## config.mk

```make
export PLATFORM = sky130hd
export DESIGN_NAME = mpoa_ctrl
export DESIGN_NICKNAME = d
export VERILOG_FILES = /design/src/mpoa_pkg.sv /design/src/mpoa_ctrl.sv
export SDC_FILE = /design/constraint.sdc
export NUM_CORES = 1
export LEC_CHECK = 0
export ABC_AREA = 0
export BUFFER_PORTS_ARGS = -buffer_cell sky130_fd_sc_hd__buf_4
export CAP_MARGIN = 20
export CORE_MARGIN = 3
export CORE_UTILIZATION = 54
export DETAILED_ROUTE_END_ITERATION = 12
export HOLD_SLACK_MARGIN = 0.15
export PLACE_DENSITY = 0.84
export SYNTH_ARGS = -nofsm -noshare
export SYNTH_HDL_FRONTEND = slang
export SYNTH_SLANG_ARGS = --single-unit
```

## constraint.sdc

```tcl
create_clock -name clk -period 3.4 [get_ports clk]
set_clock_uncertainty 0.15 [all_clocks]
set_input_delay 0.68 -clock clk [delete_from_list [all_inputs] [get_ports clk]]
set_output_delay 0.68 -clock clk [all_outputs]
set_load 0.01 [all_outputs]
```

## src/mpoa_pkg.sv

```systemverilog
// Package for the Matsubara phase outer accumulator: word types, constants,
// command structs and CORDIC arctangent table. No dependencies.
`timescale 1ns / 1ps
`default_nettype none
package mpoa_pkg;

    localparam int NumOrbitals = 4;
    localparam int NumFreq     = 32;
    localparam int OrbW        = 2;
    localparam int FreqW       = 5;
    localparam int AddrW       = 2 * OrbW + 2 * FreqW;
    localparam int Depth       = 1 << AddrW;
    localparam int CordicSteps = 30;
    localparam int StepW       = 5;

    localparam logic signed [47:0] AccMax = 48'sh7FFF_FFFF_FFFF;
    localparam logic signed [47:0] AccMin = 48'sh8000_0000_0000;
    localparam logic signed [32:0] One30  = 33'sd1073741824;
    localparam logic signed [32:0] CordicX0 = 33'sd652032874;

    typedef enum logic [1:0] {
        REQ_CLEAR = 2'd0,
        REQ_ACCUM = 2'd1,
        REQ_READ  = 2'd2,
        REQ_NONE  = 2'd3
    } req_t;

    typedef enum logic [1:0] {
        CFG_INV_BETA  = 2'd0,
        CFG_FIRST_ROW = 2'd1,
        CFG_FIRST_COL = 2'd2
    } cfg_idx_t;

    typedef struct packed {
        logic [1:0]         req_type;
        logic [31:0]        time_row;
        logic [31:0]        time_col;
        logic [1:0]         orbital_row;
        logic [1:0]         orbital_col;
        logic signed [31:0] weight_re;
        logic signed [31:0] weight_im;
        logic [4:0]         freq_row;
        logic [4:0]         freq_col;
    } in_word_t;

    typedef struct packed {
        logic signed [47:0] value_re;
        logic signed [47:0] value_im;
        logic               saturated_flag;
    } out_word_t;

    typedef enum logic [3:0] {
        ST_IDLE,
        ST_CLEAR,
        ST_ANGLE,
        ST_CORDIC_START,
        ST_CORDIC_RUN,
        ST_WEIGHT,
        ST_MAC,
        ST_READ,
        ST_READ_WAIT,
        ST_OUT
    } state_t;

    // controller -> datapath
    typedef struct packed {
        logic load_req;
        logic clear_wr;
        logic angle_mul;
        logic cordic_start;
        logic cordic_step;
        logic cordic_store;
        logic weight_mul;
        logic mac_rd;
        logic mac_wr;
        logic read_rd;
        logic out_load;
        logic [AddrW-1:0] addr;
        logic [FreqW:0]   idx;
        logic             col_sel;
        logic [StepW-1:0] step;
    } cmd_t;

    // datapath -> controller
    typedef struct packed {
        logic [1:0] req_type;
        logic       orb_ok;
        logic       read_ok;
        logic [OrbW-1:0] orow;
        logic [OrbW-1:0] ocol;
    } status_t;

    function automatic logic [31:0] atan_turns(input logic [StepW-1:0] i);
        logic [31:0] r;
        case (i)
            5'd0:  r = 32'd536870912;
            5'd1:  r = 32'd316933406;
            5'd2:  r = 32'd167458907;
            5'd3:  r = 32'd85004756;
            5'd4:  r = 32'd42667331;
            5'd5:  r = 32'd21354465;
            5'd6:  r = 32'd10679838;
            5'd7:  r = 32'd5340245;
            5'd8:  r = 32'd2670163;
            5'd9:  r = 32'd1335087;
            5'd10: r = 32'd667544;
            5'd11: r = 32'd333772;
            5'd12: r = 32'd166886;
            5'd13: r = 32'd83443;
            5'd14: r = 32'd41722;
            5'd15: r = 32'd20861;
            5'd16: r = 32'd10430;
            5'd17: r = 32'd5215;
            5'd18: r = 32'd2608;
            5'd19: r = 32'd1304;
            5'd20: r = 32'd652;
            5'd21: r = 32'd326;
            5'd22: r = 32'd163;
            5'd23: r = 32'd81;
            5'd24: r = 32'd41;
            5'd25: r = 32'd20;
            5'd26: r = 32'd10;
            5'd27: r = 32'd5;
            5'd28: r = 32'd3;
            5'd29: r = 32'd1;
            default: r = 32'd0;
        endcase
        return r;
    endfunction

endpackage
`default_nettype wire

```

## src/mpoa_ctrl.sv

```systemverilog
// Controller: sequences clear sweep, phase generation, the multiply-accumulate
// sweep and reads. Depends on mpoa_pkg.
`timescale 1ns / 1ps
`default_nettype none
module mpoa_ctrl (
    input  wire logic                 clk,
    input  wire logic                 rst_n,
    input  wire logic                 in_valid,
    output logic                      in_ready,
    output logic                      out_valid,
    input  wire logic                 out_ready,
    input  wire mpoa_pkg::status_t    status,
    input  wire logic [mpoa_pkg::FreqW-1:0] rd_frow,
    input  wire logic [mpoa_pkg::FreqW-1:0] rd_fcol,
    output mpoa_pkg::cmd_t            cmd
);

    localparam int AW = mpoa_pkg::AddrW;
    localparam int FW = mpoa_pkg::FreqW;

    mpoa_pkg::state_t state_reg, state_next;
    logic [AW:0]      cnt_reg, cnt_next;
    logic [FW:0]      idx_reg, idx_next;
    logic             col_reg, col_next;
    logic [mpoa_pkg::StepW-1:0] step_reg, step_next;
    logic             ov_reg, ov_next;
    logic [2*FW:0]    mac_cnt;

    always_ff @(posedge clk or negedge rst_n)
    begin
        if (!rst_n)
        begin
            state_reg <= mpoa_pkg::ST_CLEAR;
            cnt_reg   <= '0;
            idx_reg   <= '0;
            col_reg   <= 1'b0;
            step_reg  <= '0;
            ov_reg    <= 1'b0;
        end
        else
        begin
            state_reg <= state_next;
            cnt_reg   <= cnt_next;
            idx_reg   <= idx_next;
            col_reg   <= col_next;
            step_reg  <= step_next;
            ov_reg    <= ov_next;
        end
    end

    assign mac_cnt = cnt_reg[2*FW:0];

    always_comb
    begin
        state_next = state_reg;
        cnt_next   = cnt_reg;
        idx_next   = idx_reg;
        col_next   = col_reg;
        step_next  = step_reg;
        ov_next    = ov_reg && !out_ready;
        cmd        = '0;
        cmd.idx    = idx_reg;
        cmd.col_sel = col_reg;
        cmd.step   = step_reg;
        in_ready   = 1'b0;
        case (state_reg)
            mpoa_pkg::ST_IDLE:
            begin
                in_ready     = 1'b1;
                cmd.load_req = in_valid;
                cnt_next = '0;
                idx_next = '0;
                col_next = 1'b0;
                // dispatch on the word after it is registered
                if (in_valid)
                    state_next = mpoa_pkg::ST_WEIGHT; // decode state reused
                step_next = '0;
            end
            mpoa_pkg::ST_WEIGHT:
            begin
                // decode
                case (status.req_type)
                    mpoa_pkg::REQ_CLEAR: state_next = mpoa_pkg::ST_CLEAR;
                    mpoa_pkg::REQ_ACCUM:
                        state_next = status.orb_ok ? mpoa_pkg::ST_ANGLE
                                                   : mpoa_pkg::ST_IDLE;
                    mpoa_pkg::REQ_READ:  state_next = mpoa_pkg::ST_READ;
                    default:             state_next = mpoa_pkg::ST_IDLE;
                endcase
            end
            mpoa_pkg::ST_CLEAR:
            begin
                cmd.clear_wr = 1'b1;
                cmd.addr     = cnt_reg[AW-1:0];
                cnt_next     = cnt_reg + 1'b1;
                if (cnt_reg[AW-1:0] == '1)
                begin
                    cnt_next   = '0;
                    state_next = mpoa_pkg::ST_IDLE;
                end
            end
            mpoa_pkg::ST_ANGLE:
            begin
                cmd.angle_mul = 1'b1;
                idx_next      = '0;
                state_next    = mpoa_pkg::ST_CORDIC_START;
            end
            mpoa_pkg::ST_CORDIC_START:
            begin
                cmd.cordic_start = 1'b1;
                step_next        = '0;
                state_next       = mpoa_pkg::ST_CORDIC_RUN;
            end
            mpoa_pkg::ST_CORDIC_RUN:
            begin
                if (32'(step_reg) == mpoa_pkg::CordicSteps)
                begin
                    cmd.cordic_store = 1'b1;
                    step_next        = '0;
                    idx_next         = idx_reg + 1'b1;
                    if (32'(idx_reg) == mpoa_pkg::NumFreq - 1)
                    begin
                        idx_next = '0;
                        if (col_reg)
                        begin
                            col_next   = 1'b0;
                            cnt_next   = '0;
                            state_next = mpoa_pkg::ST_MAC;
                        end
                        else
                        begin
                            col_next   = 1'b1;
                            state_next = mpoa_pkg::ST_ANGLE;
                        end
                    end
                    else
                        state_next = mpoa_pkg::ST_CORDIC_START;
                end
                else
                begin
                    cmd.cordic_step = 1'b1;
                    step_next       = step_reg + 1'b1;
                end
            end
            mpoa_pkg::ST_MAC:
            begin
                // per row: step 0 weight multiply, step 1 capture a, then 32
                // column multiplies, each written in the cycle after its read
                cmd.addr = {status.orow, status.ocol, idx_reg[FW-1:0], cnt_reg[FW-1:0]};
                if (step_reg == 5'd0)
                begin
                    cmd.weight_mul = 1'b1;
                    step_next      = 5'd1;
                end
                else if (step_reg == 5'd1)
                begin
                    cmd.mac_rd = 1'b1;
                    cmd.idx    = '0;
                    step_next  = 5'd2;
                    cnt_next   = '0;
                end
                else
                begin
                    // step 2: column sweep, then a drain of the trailing write
                    cmd.idx    = {1'b0, cnt_reg[FW-1:0]};
                    cmd.mac_rd = (32'(cnt_reg) < mpoa_pkg::NumFreq);
                    cmd.step   = '0;
                    cmd.mac_wr = 1'b1;
                    cnt_next   = cnt_reg + 1'b1;
                    if (32'(cnt_reg) == mpoa_pkg::NumFreq + 1)
                    begin
                        step_next = '0;
                        cnt_next  = '0;
                        idx_next  = idx_reg + 1'b1;
                        if (32'(idx_reg) == mpoa_pkg::NumFreq - 1)
                        begin
                            idx_next   = '0;
                            state_next = mpoa_pkg::ST_IDLE;
                        end
                    end
                end
                if (step_reg == 5'd0)
                    cmd.idx = idx_reg;
            end
            mpoa_pkg::ST_READ:
            begin
                cmd.read_rd = 1'b1;
                cmd.addr    = {status.orow, status.ocol, rd_frow, rd_fcol};
                state_next  = mpoa_pkg::ST_READ_WAIT;
            end
            mpoa_pkg::ST_READ_WAIT:
            begin
                // hold until the output register is free
                if (!ov_reg || out_ready)
                begin
                    cmd.out_load = 1'b1;
                    ov_next      = 1'b1;
                    state_next   = mpoa_pkg::ST_IDLE;
                end
            end
            default:
                state_next = mpoa_pkg::ST_IDLE;
        endcase
        out_valid = ov_reg;
    end

    unused_mac_cnt_check: assert property (@(posedge clk) disable iff (!rst_n)
        (state_reg == mpoa_pkg::ST_MAC) |-> (mac_cnt <= (2*FW+1)'(mpoa_pkg::NumFreq + 1)))
        else $error("column counter overrun");
    assert property (@(posedge clk) disable iff (!rst_n)
        (out_valid && !out_ready) |=> out_valid)
        else $error("result dropped before it was taken");
    assert property (@(posedge clk) disable iff (!rst_n)
        cmd.clear_wr |-> !cmd.mac_wr)
        else $error("clear and accumulate write together");
    assert property (@(posedge clk) disable iff (!rst_n)
        (state_reg == mpoa_pkg::ST_READ_WAIT) |=> out_valid)
        else $error("read result not presented");

endmodule
`default_nettype wire

```

# --- Word level (Yosys, flattened, before mapping) ---
# Cells that the tools add are included.
op_classes:
  n_addsub: 3
  n_lt_le_gt_ge: 1
  reduce_logical: 18
  n_eq_ne: 26
  muxes: 61
op_table:
  columns: ["cell", "n"]
  rows:
  - ["15-bit 2-to-1 mux", 7]
  - ["15-bit one-hot mux with 4 select lines", 1]
  - ["6-bit 2-to-1 mux", 7]
  - ["14-bit one-hot mux with 3 select lines", 1]
  - ["5-bit 2-to-1 mux", 8]
  - ["4-bit one-hot mux with 9 select lines", 1]
  - ["4-bit 2-to-1 mux", 8]
  - ["2-bit inequality test, second input constant", 10]
  - ["1-bit 2-to-1 mux", 18]
  - ["6-bit one-hot mux with 3 select lines", 1]
  - ["4-bit by 3-bit == test with 1-bit output, second input constant", 4]
  - ["15-bit by 1-bit adder with 15-bit output, second input constant", 1]
  - ["15-bit by 6-bit == test with 1-bit output, second input constant", 1]
  - ["15-bit by 6-bit < comparator with 1-bit output, second input constant", 1]
  - ["5-bit one-hot mux with 3 select lines", 1]
  - ["14-bit == test, second input constant", 1]
  - ["5-bit AND reduction", 2]
  - ["3-bit 2-to-1 mux", 3]
  - ["3-bit one-hot mux with 3 select lines", 1]
  - ["4-bit by 2-bit == test with 1-bit output, second input constant", 2]
  - ["8-bit AND reduction", 1]
  - ["6-bit by 1-bit adder with 6-bit output, second input constant", 1]
  - ["6-bit by 5-bit == test with 1-bit output, second input constant", 1]
  - ["2-bit 2-to-1 mux", 3]
  - ["21 further kinds", 24]
word_totals:
  output_inout_bits: 39
  wordCells: 115
  regBits: 32

# --- Longest topological paths before layout ---
# Gate-level depths: netlist of run 1.
depth:
  word_depth: 6
  depth_mapped: 8
  mapped_depth_nobuf: 7

# --- Worst setup path after synthesis of run 1 ---
# OpenSTA, ideal clock, no wires.
synth_path:
  path_kind: "register to output"
  start: "register state_reg[2]"
  end: "output port cmd[22] (netlist bit)"
  required_time_ns: 2.570
  setup_slack_ns: 0.877
  stages_incl_launch_ff: 6
  arrival_ns: 1.693
  path_cell_list: "dfrtp_1 clkbuf_1 or2_1 nor3b_2 clkbuf_1 a22o_1"
synth_lines:
  columns: ["element", "line_no", "text"]
  rows:
  - ["start: declaration", "mpoa_ctrl.sv:21", "mpoa_pkg::state_t state_reg, state_next;"]
  - ["start signal: assignment", "mpoa_ctrl.sv:33", "state_reg <= mpoa_pkg::ST_CLEAR;"]
  - ["start signal: assignment", "mpoa_ctrl.sv:42", "state_reg <= state_next;"]
  - ["end: declaration", "mpoa_ctrl.sv:15", "output mpoa_pkg::cmd_t cmd"]

==> flow_summary.json, run 1 <==
{
  "status": "completed",
  "synth_edf_count": 0,
  "vias": 2548,
  "clock.fmax_mhz": 321,
  "pwr-share-clk_pct": 17.3,
  "p_per_area_nw_per_um2": 609,
  "cap_violations": 0,
  "hold_class": "in2async",
  "gr-total-overflow": 0,
  "antennaDiodeCount": 0,
  "die-area_um2": 5520,
  "tritoncts": "yes",
  "die_h_um": 74.3,
  "swShare_pct": 43.7,
  "vdd_drop_max_mv": 0.298,
  "yosysWarnings": 0,
  "p_total_mw": 1.86,
  "ys_types": 56,
  "cts_made_buffers": 5,
  "grt_pass1_wl_mm": 11.1,
  "antenna_left": 0,
  "critical_path.cell_chain": "inv_1 -> ha_1 -> or4b_2 -> nand2_1 -> a22o_1 -> buf_4",
  "async_reset_ff_share_pct": 100,
  "rsz0062_at_grt": "no",
  "top_usage_layer": "met2",
  "max_slew_margin_pct": 54.1,
  "ios": 61,
  "n_fill_cell": 370,
  "path_max_fanout": 8,
  "syn_area_per_cell_um2": 8.63,
  "cpPeakStageDelay_ns": 0.64,
  "routabilityCongestion": 0.897,
  "ys_seq_area_share_pct": 31.8,
  "slowest_stage": "or4b_2",
  "fin_cells": 396,
  "postSynthRegisterBits": 32,
  "gr-usage-all-layers_pct": 26.0,
  "port_buffers": 59,
  "grt_use_met3_pct": 5.68,
  "clockRootBuffer": "clkbuf_8",
  "wire_per_inst_um": 17.1,
  "rows": 24,
  "grt_max_degree": 33,
  "seqPwrFrac_pct": 30.2,
  "fp.dieW_um": 74.3,
  "htreeDepth": 2,
  "start_kind": "flop",
  "hold-worst-slack_ns": 0.172,
  "postCtsHoldBufs": 0,
  "final_common_cell": "buf_4",
  "cts_setup_buffers": 0,
  "largest_reg_flops": 15,
  "cts-resized-gates": 0,
  "setup_viol": 0,
  "clock_latency_ns": 0.29,
  "grt_pass1_vias": 2300,
  "design.core.area_um2": 4410,
  "antenna_found_initial": 0,
  "dp_cells": 389,
  "slew_violations": 0,
  "cp.required_ns": 2.57,
  "viasPerCell": 6.43,
  "intPower_mw": 1.05,
  "path_class": "reg2out",
  "arrival_ns": 2.28,
  "area_growth_pct": 21.2,
  "dr.pass1.iters": 5,
  "min_period_ns": 3.11,
  "wl_mm": 6.78,
  "clk_pin_slew_ns": 0.07,
  "finalCritPeriodShare_pct": 91.5,
  "syn_nets": 321,
  "power.leakage_nw": 1.48,
  "initialDrtViolationCount": 236,
  "final_cell_mix": "62 x buf_4, 31 x dfrtp_1, 29 x a22o_1, 27 x o21ai_0, 24 x nand2_1",
  "worstMarginPinSlew_ns": 0.686,
  "final.setup.tns_ns": 0,
  "start_util_pct": 57.1,
  "clockBufferDepth": 2,
  "power.switching_uw": 812,
  "synthFlopType": "dfrtp_1",
  "combPwrFrac_pct": 52.5,
  "drc": 0,
  "met2_usage_pct": 40.4,
  "cts_sinks": 32,
  "drive_gt1_share_pct": 25.0,
  "dpl.hpwl_mm": 4.97,
  "hold_violations": 0,
  "rrSetupSlack_ns": 0.48,
  "grt.met1_usage_pct": 35.1,
  "synth_area_um2": 2520,
  "nNetsFinal": 373,
  "critPathCaptureType": "primary output",
  "syn_inst": 292
}
-- critical path, delay by kind of cell (launching register included) --
| kind | cells | cell delay (ns) |
|---|---|---|
| simple gates | 2 | 0.91 |
| fa+ha+maj | 1 | 0.19 |
| compound gates | 1 | 0.20 |
| flops | 1 | 0.44 |
| buf+inv | 2 | 0.26 |
-- area by class of cell --
type	instances	area (µm²)	area share (%)
Timing Repair Buffer	62	465	15.3
Sequential cell	32	802	26.3
Clock buffer	7	96.3	3.16
Inverter	8	30.0	0.984
Tap cell	52	65.1	2.13
Multi-Input combinational cell	235	1590	52.2
-- path summary, 6_finish.rpt --
check	start	endpoint	depth (start not counted)
min in group clk	idx_reg[5]	idx_reg[5]	1
max	step_reg[0]	cmd[10]	6
max in group asynchronous	rst_n	state_reg[0]	1
min	rst_n	step_reg[2]	1
max reg2reg	step_reg[0]	cnt_reg[3]	7
min reg2reg	idx_reg[5]	idx_reg[5]	1
-- power by group through the flow --
stage | Combinational (mW) | Clock, mW | Sequential (mW)
6_report | 0.976 | 0.322 | 0.561
4_1_cts | 0.970 | 0.328 | 0.557
3_3_place_gp | 0.942 | 0 | 0.560
3_5_place_dp | 0.962 | 0 | 0.565
5_1_grt | 1.07 | 0.338 | 0.576
2_1_floorplan | 0.779 | 0 | 0.481
-- cell families after synthesis --
group | count (synthesis) | synth area share, %
simple gates | 126 | 29.2
buf+inv | 25 | 4.92
mux | 8 | 3.23
fa+ha+maj | 7 | 3.48
compound gates | 93 | 27.0
flops | 32 | 31.8
xor+xnor | 1 | 0.348
-- synth_stat cells, types with 5 or more instances --
cell | number | area, µm²
nor2b_1 | 15 | 93.8
o21ai_0 | 27 | 135
ha_1 | 7 | 87.6
nor2_1 | 22 | 82.6
clkbuf_1 | 9 | 33.8
nand2b_1 | 8 | 50.1
dfrtp_1 | 31 | 776
nand3_1 | 6 | 30.0
nor3_1 | 7 | 35.0
nor4_1 | 6 | 37.5
mux2i_1 | 7 | 70.1
o21ai_1 | 6 | 30.0
inv_1 | 8 | 30.0
and3_1 | 8 | 50.1
a22o_1 | 29 | 254
nand2_1 | 24 | 90.1
a31oi_1 | 5 | 31.3
o31ai_1 | 5 | 37.5
-- metrics by stage --
stage               utilization, %  instance area (µm²)  setup slack (ns)
finish                        69.1                 3050             0.289
global route                  69.1                 3050             0.164
CTS                           69.1                 3050             0.307
detailed placement            67.0                 2960             0.520
global placement              67.0                 2960             0.568
floorplan                        -                 2520             0.877
-- layer usage --
layer | wire length [µm] | up-vias | part of all wire (%)
met1 | 2830 | 1223 | 42
met5 | 0 | - | 0
li1 | - | 1198 | -
met3 | 537 | 18 | 7.9
met2 | 3220 | 109 | 47
met4 | 192 | 0 | 2.8
(Power assumes the default switching activity.)
==> run 2, diff against run 1 <==
--- a/config.mk
+++ b/config.mk
@@ -13,6 +13,8 @@
 export DETAILED_ROUTE_END_ITERATION = 12
 export HOLD_SLACK_MARGIN = 0.15
 export PLACE_DENSITY = 0.84
+export REMOVE_ABC_BUFFERS = 1
+export SLEW_MARGIN = 20
 export SYNTH_ARGS = -nofsm -noshare
 export SYNTH_HDL_FRONTEND = slang
 export SYNTH_SLANG_ARGS = --single-unit
==> run 2 against run 1 <==
  * Utilization fell by 0.057 points
  * Register-to-register slack improved by 0.24 ns
  * Sequential power rose by 0.9%
  * Power fell by 0.47%
  * Hold slack got worse by 0.0047 ns
  * Worst setup slack improved by 0.047 ns
  * First-iteration DRC count rose by 4.7%
  * Via count fell by 1.2%
  * Die area did not move
==> flow_summary.json, run 2 (synthesized netlist as in run 1, its figures left out) <==
{
  "status": "completed",
  "finalCritPeriodShare_pct": 90.1,
  "wl_met2_mm": 3.14,
  "arrival_ns": 2.23,
  "cts_made_buffers": 5,
  "dr.max_layer_used": "met4",
  "routabilityCongestion": 0.869,
  "clock_latency_ns": 0.29,
  "die-area_um2": 5520,
  "path_max_fanout": 8,
  "dr.pass1.iters": 6,
  "tritoncts": "yes",
  "area_growth_pct": 21.1,
  "dpl.hpwl_mm": 4.98,
  "antenna_found_initial": 0,
  "crit_start": "step_reg[0]",
  "cts_setup_buffers": 0,
  "die_h_um": 74.3,
  "max_slew_margin_pct": 56.5,
  "initialDrtViolationCount": 247,
  "wl_mm": 6.85,
  "clockRootBuffer": "clkbuf_8",
  "start_kind": "flop",
  "antennaDiodeCount": 0,
  "wl_met3_um": 428,
  "final.setup.tns_ns": 0,
  "final_common_cell": "buf_4",
  "cts-resized-gates": 0,
  "p_per_area_nw_per_um2": 607,
  "r2r-start": "step_reg[0]",
  "power.leakage_nw": 1.47,
  "clk_pin_slew_ns": 0.07,
  "grt_max_degree": 33,
  "fp.dieW_um": 74.3,
  "vias": 2517,
  "grt_pass1_wl_mm": 11.4,
  "viasPerCell": 6.34,
  "htreeDepth": 2,
  "antenna_left": 0,
  "gr-total-overflow": 0,
  "worst-r2r-cell-count": 8,
  "ios": 61,
  "rsz0062_at_grt": "no",
  "rows": 24,
  "min_period_ns": 3.06,
  "cp.required_ns": 2.57,
  "clock.fmax_mhz": 326,
  "port_buffers": 59,
  "postCtsHoldBufs": 0,
  "gr-usage-all-layers_pct": 26.3,
  "critPathCaptureType": "primary output",
  "worstMarginPinSlew_ns": 0.649,
  "clockBufferDepth": 2,
  "wire_per_inst_um": 17.3,
  "largest_reg_flops": 15,
  "final_cell_mix": "62 x buf_4, 31 x dfrtp_1, 29 x a22o_1, 27 x o21ai_0, 24 x nand2_1",
  "route.layer.met1.wl_mm": 3.17,
  "hold-worst-slack_ns": 0.167,
  "path_class": "reg2out",
  "start_util_pct": 57.1,
  "setup_viol": 0,
  "cts_sinks": 32,
  "slew_violations": 0,
  "design.core.area_um2": 4410,
  "grt_pass1_vias": 2346,
  "hold_violations": 0,
  "nNetsFinal": 373,
  "vdd_drop_max_mv": 0.298,
  "hold_class": "in2async",
  "drc": 0,
  "cap_violations": 0,
  "drive_gt1_share_pct": 24.9
}
run 2: cell type report:
| class | instances | area, µm² |
|---|---|---|
| tap | 52 | 65.1 |
| multi-input combinational | 235 | 1590 |
| sequential | 32 | 802 |
| clock inverter | 1 | 7.51 |
| timing repair buffer | 62 | 465 |
| fill | 362 | 1370 |
| inverter | 8 | 30.0 |
| clock buffer | 7 | 86.3 |
run 2: where the power goes:
part / switching [mW] / internal [mW] / leakage, nW / total (mW)
combinational: 0.542 / 0.435 / 0.988 / 0.977
sequential: 0.135 / 0.432 / 0.438 / 0.566
clock: 0.144 / 0.164 / 0.0445 / 0.308
total: 0.820 / 1.03 / 1.47 / 1.85
run 2: path summary, 6_finish.rpt:
check                          endpoint  slack (ns)
setup / recovery                 cmd[9]        0.34
hold / removal              step_reg[4]        0.17
setup reg to reg             cnt_reg[6]        0.72
max in group asynchronous  state_reg[0]        2.60
hold reg to reg              idx_reg[5]        0.39
min in group clk             idx_reg[5]        0.39
run 2: critical path, cell delays in order, from the launching register on:
cell and delay, ns:
dfrtp_1 0.44, inv_1 0.13, ha_1 0.19, or4b_2 0.63, nand2_1 0.26, a22o_1 0.19, buf_4 0.12
run 2: stage by stage:
step	total power, mW	instances	setup WS (ns)	area [µm²]	util [%]
after floorplan	1.19	275	0.649	2420	-
after global placement	1.50	389	0.691	2960	67.0
after detailed placement	1.53	389	0.656	2960	67.0
after CTS	1.84	397	0.334	3050	69.1
after global routing	1.98	397	0.238	3050	69.1
final	1.85	397	0.336	3050	69.1
run 2: metal layers:
layer	global-route usage, %	vias to the layer above
li1	-	1198
met2	40.3	90
met4	8.70	0
met3	3.92	11
met1	38.1	1218
met5	0	-
